--- config.mk ---
export PLATFORM = sky130hd
export DESIGN_NAME = dpec_fdiv
export DESIGN_NICKNAME = d
export VERILOG_FILES = /design/src/rtl/core/dpec_pkg.sv /design/src/rtl/core/dpec_fdiv.sv
export SDC_FILE = /design/constraint.sdc
export NUM_CORES = 2
export LEC_CHECK = 0
export BUFFER_PORTS_ARGS = -buffer_cell sky130_fd_sc_hd__buf_2
export CORE_ASPECT_RATIO = 2
export CORE_UTILIZATION = 45
export CTS_CLUSTER_DIAMETER = 40
export DETAILED_ROUTE_END_ITERATION = 12
export PLACE_DENSITY = 0.63
export SLEW_MARGIN = 0
export SYNTH_ARGS = -nofsm -noshare
export SYNTH_HDL_FRONTEND = slang
export SYNTH_SLANG_ARGS = --single-unit
--- constraint.sdc ---
create_clock -name i_clk -period 5.1 [get_ports i_clk]
set_input_delay 0.765 -clock i_clk [delete_from_list [all_inputs] [get_ports i_clk]]
set_output_delay 0.765 -clock i_clk [all_outputs]
set_load 0.005 [all_outputs]
--- src/rtl/core/dpec_pkg.sv ---
package dpec_pkg;

    // Fixed-point format of positions, velocities, radii and masses.
    localparam int FRAC_BITS = 16;

    // Mass factor width: the factor reaches 2.0, so two integer bits.
    localparam int FW        = FRAC_BITS + 2;
    // Numerator width of the mass factor division: (2 * m) << FRAC_BITS.
    localparam int FN_W      = 32 + FRAC_BITS;

    // Magnitude of the dot product and width of the squared distance.
    localparam int DM_W      = 66;
    localparam int DM_CW     = DM_W / 3;
    // Product of dot magnitude and mass factor.
    localparam int TW        = DM_W + FW;
    localparam int TC_W      = (TW + 3) / 4;
    // Quotient bits kept; larger changes saturate the velocity anyway.
    localparam int QW        = 33;
    localparam int NUM_W     = TW + QW;
    localparam int DEN_W     = DM_W + FRAC_BITS;

    // Latencies of the divider pipelines and alignment lengths.
    localparam int FDIV_LAT  = FW + 1;
    localparam int QDIV_LAT  = QW + 1;
    localparam int HOLD_LEN  = FDIV_LAT - 3;
    localparam int VLD_LEN   = FDIV_LAT + QDIV_LAT + 6;

    // Per-item values carried through the front stages.
    typedef struct packed {
        logic [3:0][31:0] vel;
        logic [32:0]      ux;
        logic [32:0]      uy;
        logic             sx;
        logic             sy;
        logic             msum_nz;
    } t_carry;

    // Per-item values carried while the mass factors are computed.
    typedef struct packed {
        logic [3:0][31:0] vel;
        logic [32:0]      ux;
        logic [32:0]      uy;
        logic             sx;
        logic             sy;
        logic             dotneg;
        logic             apply;
        logic [DM_W-1:0]  dotmag;
        logic [DM_W-1:0]  dist2;
    } t_mid;

    // Per-item values carried alongside the quotient dividers.
    typedef struct packed {
        logic [3:0][31:0] vel;
        logic             sx;
        logic             sy;
        logic             dotneg;
        logic             apply;
    } t_fin;

endpackage

--- src/rtl/core/dpec_fdiv.sv ---
module dpec_fdiv import dpec_pkg::*; (
    input  logic          i_clk,
    input  logic [30:0]   i_ma,
    input  logic [30:0]   i_mb,
    output logic [FW-1:0] o_fa,
    output logic [FW-1:0] o_fb
);

    // Restoring division of 2*m*2^FRAC_BITS by the mass sum, one quotient
    // bit per stage, two lanes sharing the divisor.
    logic [31:0]   r_den   [FW+1];
    logic [31:0]   r_rem_a [FW+1];
    logic [31:0]   r_rem_b [FW+1];
    logic [FW-1:0] r_low_a [FW+1];
    logic [FW-1:0] r_low_b [FW+1];
    logic [FW-1:0] r_q_a   [FW+1];
    logic [FW-1:0] r_q_b   [FW+1];

    logic [31:0]   n_rem_a [FW];
    logic [31:0]   n_rem_b [FW];
    logic          n_ge_a  [FW];
    logic          n_ge_b  [FW];

    logic [FN_W-1:0] num_a;
    logic [FN_W-1:0] num_b;

    assign num_a = FN_W'({i_ma, 1'b0}) << FRAC_BITS;
    assign num_b = FN_W'({i_mb, 1'b0}) << FRAC_BITS;

    // One trial subtraction per stage and lane.
    always_comb begin
        logic [32:0] ta;
        logic [32:0] tb;
        for (int s = 0; s < FW; s++) begin
            ta = {r_rem_a[s], r_low_a[s][FW-1]};
            tb = {r_rem_b[s], r_low_b[s][FW-1]};
            n_ge_a[s]  = ta >= {1'b0, r_den[s]};
            n_ge_b[s]  = tb >= {1'b0, r_den[s]};
            n_rem_a[s] = n_ge_a[s] ? 32'(ta - {1'b0, r_den[s]}) : ta[31:0];
            n_rem_b[s] = n_ge_b[s] ? 32'(tb - {1'b0, r_den[s]}) : tb[31:0];
        end
    end

    // Stage registers: setup first, then one stage per quotient bit.
    always_ff @(posedge i_clk) begin
        r_den[0]   <= 32'(i_ma) + 32'(i_mb);
        r_rem_a[0] <= 32'(num_a >> FW);
        r_rem_b[0] <= 32'(num_b >> FW);
        r_low_a[0] <= num_a[FW-1:0];
        r_low_b[0] <= num_b[FW-1:0];
        r_q_a[0]   <= '0;
        r_q_b[0]   <= '0;
        for (int s = 0; s < FW; s++) begin
            r_den[s+1]   <= r_den[s];
            r_rem_a[s+1] <= n_rem_a[s];
            r_rem_b[s+1] <= n_rem_b[s];
            r_low_a[s+1] <= r_low_a[s] << 1;
            r_low_b[s+1] <= r_low_b[s] << 1;
            r_q_a[s+1]   <= {r_q_a[s][FW-2:0], n_ge_a[s]};
            r_q_b[s+1]   <= {r_q_b[s][FW-2:0], n_ge_b[s]};
        end
    end

    assign o_fa = r_q_a[FW];
    assign o_fb = r_q_b[FW];

endmodule

==> out/results.md <==
## Finish
- **post-layout net count** 14,190
- **final cell count without fillers** 16,440
- **fillers** 23,060
- **fraction of final layout cells with drive strength greater than 1** 10.39%
- **area of the multi-input gates** 0.06589 mm2
- **finished layout cell area** 0.1274 mm2
- **FF+latch area** 0.04140 mm2
- **area growth from synthesis to final layout** 14.25%

## Place
- **Placed Instances** 15,860
- **Port Buffer Count** 98
- **post-placement worst setup slack** 0.1547 ns
- **routability congestion estimate from global placement** 1.107
- **HPWL reported at the end of detailed placement** 386,300 um
- **area after detailed placement** 0.1185 mm2

## Routing
- **DRC Markers** 0
- **post-route ant nets** 0
- **mean number of vias per cell** 5.759
- **uppermost layer routed** met5
- **total length of routed met2 wires** 262,700 um
- **detailed-router iteration count before antenna repair** 7
- **WL met3** 12,220 um
- **via count** 94,680
- **final routed wire length divided by cell count** 27.84 um
- **number of DRC violations after detailed-routing iteration 0** 3,742
- **detailed-route wire length** 457,700 um
- **detailed-routing wirelength on met1** 95,250 um

## Logic synthesis
- **mapped cell area** 0.1115 mm2
- **number of register bits inferred by synthesis** 2,068
- **Synth Area per Inst** 8.944 um2
- **share of the synthesized area in the top cell type** 37.12%
- **top post-synthesis cells by count** dfxtp_1 (2,068), ha_1 (1,179), a21oi_1 (1,119)
- **number of nets in the synthesized netlist** 13,750
- **post-synthesis cell type count** 100
- **Synth area leader** dfxtp_1
- **dominant register cell in the synthesized netlist** dfxtp_1
- **Warnings, synthesis** 0
- **count of flip-flops with a built-in enable after synthesis** 0
- **synthesized netlist cell count** 12,470
- **fraction of synthesis flops using an asynchronous set or reset pin** 0%
- **largest cells by area after synthesis** dfxtp_1 (37%), ha_1 (13%), a21oi_1 (5.0%)
- **most numerous cell in the Yosys netlist** dfxtp_1
- **sequential share of the synthesized area** 37.12%

## STA
- **unrepaired setup endpoints after global routing** false
- **Final TNS setup** 0 ns
- **transition at the pin with the smallest max-transition slack** 1.620 ns
- **worst slew margin relative to its limit** -8.278%
- **Tmin final** 4.844 ns
- **setup clock skew after layout** 0.04444 ns
- **achievable frequency** 206.4 MHz
- **final hold violation count** 0
- **fin crit share** 94.98%
- **Final WS setup** 0.2561 ns
- **final-report setup violation count** 0
- **number of slew-limit violations in the final report** 2

## Clock tree
- **post-CTS clock slew at the launch and capture registers of the worst setup and hold paths** 0.07 ns
- **Clock Sink Count** 2,068
- **maximum level of the CTS H-tree** 4
- **CTS Root Buffer Type** clkbuf_16
- **later-pin clock latency in the skew report** 0.92 ns
- **CTS tree** yes
- **Longest Clk Path Bufs** 4
- **post-CTS setup repair buffer count** 0
- **CTS Buf Count** 232

## Flow run
- **max capacitance violation total** 1

## Global route
- **gr usage total** 35.86%
- **antenna violations before repair** 24
- **pin count of the biggest net entering global routing** 61
- **via count of the first global-routing pass** 104,800
- **global-route wire length before repair** 648,700 um
- **total overflow reported by the global router** 0

## Setup path
- **FF-to-FF End** r_rem_a[10][10]$_DFF_P_
- **Worst setup EP type** flop
- **worst path bufs/invs** 6
- **Worst path max stage delay** 0.48 ns
- **Setup crit start kind** flop
- **startpoint of the worst setup timing path** r_den[9][6]$_DFF_P_
- **kind of critical path** reg2reg
- **endpoint arrival time on the critical path** 5.61 ns
- **family of cells with the greatest summed delay on the critical path** compound AO/OA/AOI/OAI gates
- **depth of the most critical reg-to-reg path** 18
- **most used cell, CP** buf_4
- **setup slack of the worst register-to-register path** 0.26 ns
- **RR Startpoint** r_den[9][6]$_DFF_P_
- **sequence of cells on the critical path** inv_1, ha_1, and2_1, nand4_1, a21oi_1, buf_4, o31ai_1, buf_4, o31ai_1, buf_4, o31ai_2, buf_4, o31a_1, a31oi_1, nand4_1, and3_1, buf_12, mux2_1
- **cell with the biggest individual delay on the critical path** o31ai_1
- **required time reported for the critical path endpoint** 5.87 ns
- **critical path fanouts, max** 31

## Status
- **result of the run** finished with violations
- **violations in the final reports** capacitance limit, slew limit

## Hold path
- **min-delay src** r_q_a[11][3]$_DFF_P_
- **class of the most critical hold timing path** reg2reg
- **destination of the worst hold path** r_q_a[12][4]$_DFF_P_
- **cell count of the worst hold path** 0

## Die
- **# rows** 258
- **height of the die** 706.0 um
- **# IOs** 99
- **Core Region** 0.2466 mm2
- **initial standard-cell utilization of the core** 45.22%
- **area of the die** 0.2499 mm2
- **die extent in x** 354.0 um

## repair_timing
action	in CTS	in global routing
hold buffers	62	0
endpoints found under the setup margin	0	32
hold endpoints to repair	62	0
resized for setup	0	3
## per-layer routing
metal  track usage, %  vias up
li1                 -    45110
met1            17.78    44840
met2            75.07     2646
met3            4.429     2090
met4            57.02        2
met5                0        -
## through the flow
| step | util, % | hold slack [ns] |
|---|---|---|
| 2_1_floorplan | - | 0.3096 |
| 3_3_place_gp | 48.03 | 0.3095 |
| 3_5_place_dp | 48.03 | 0.3121 |
| 4_1_cts | 51.56 | 0.3159 |
| 5_1_grt | 51.66 | 0.3194 |
| 6_report | 51.66 | 0.3194 |
## worst max-delay path by stage
stage / end / slack (ns) / cells past startpoint
6_report: r_rem_a[10][10]$_DFF_P_ / 0.26 / 18
5_1_grt: r_rem_a[12][15]$_DFF_P_ / 0.04 / 15
4_1_cts: r_rem_b[17][31]$_DFF_P_ / 0.11 / 13
3_5_place_dp: r_rem_b[17][31]$_DFF_P_ / 0.15 / 13
3_3_place_gp: r_rem_a[11][30]$_DFF_P_ / 0.03 / 15
2_1_floorplan: r_rem_a[12][26]$_DFF_P_ / 1.53 / 14
## placed cells by master (no fill, tap or decap), drive strengths merged, types with 88 or more instances in the layout
master	Yosys	final
dfxtp	2068	2068
ha	1179	1179
a21oi	1120	1120
inv	890	942
o21ai	942	942
nand2	939	939
nor2	725	725
a21o	605	605
xnor2	562	562
buf	48	480
mux2	392	392
xor2	374	374
clkbuf	288	277
nand3	223	223
nand4	182	182
nor2b	179	179
nand2b	175	175
o21a	169	169
nor3	128	128
o21bai	115	115
a31oi	110	110
o31ai	88	88
## layout make-up
class,count,share of cell area (%)
Inverter,890,2.622
Clock buffer,277,4.936
Antenna cell,87,0.1709
Clock inverter,151,1.406
Sequential cell,2068,32.49
Tap cell,3250,3.191
Multi-Input combinational cell,9175,51.71
Timing Repair Buffer,542,3.469
## sequential cells by signal, indices dropped and copies added (netlist names)
name,cells
r_q_a,171
r_q_b,171
r_rem_a,574
r_rem_b,574
r_den,576
r_low_a,1
r_low_b,1
## logic make-up (layout without fill, tap and decap cells)
group                      Yosys count  count (layout)  synth area share, %
AOI/OAI and AO/OA                 3705            3705                20.88
xor gates and xnor gates           936             936                7.351
adders and majority gates         1214            1214                13.86
buffers and inverters             1226            1860                4.211
DFF                               2068            2068                37.12
muxes                              413             413                4.150
other                                0              87                    0
and+or+nand+nor                   2907            2907                12.43
Power is left out: the tool's default activity adds up to more than one toggle a clock period on the data nets, which glitch-free logic cannot reach.
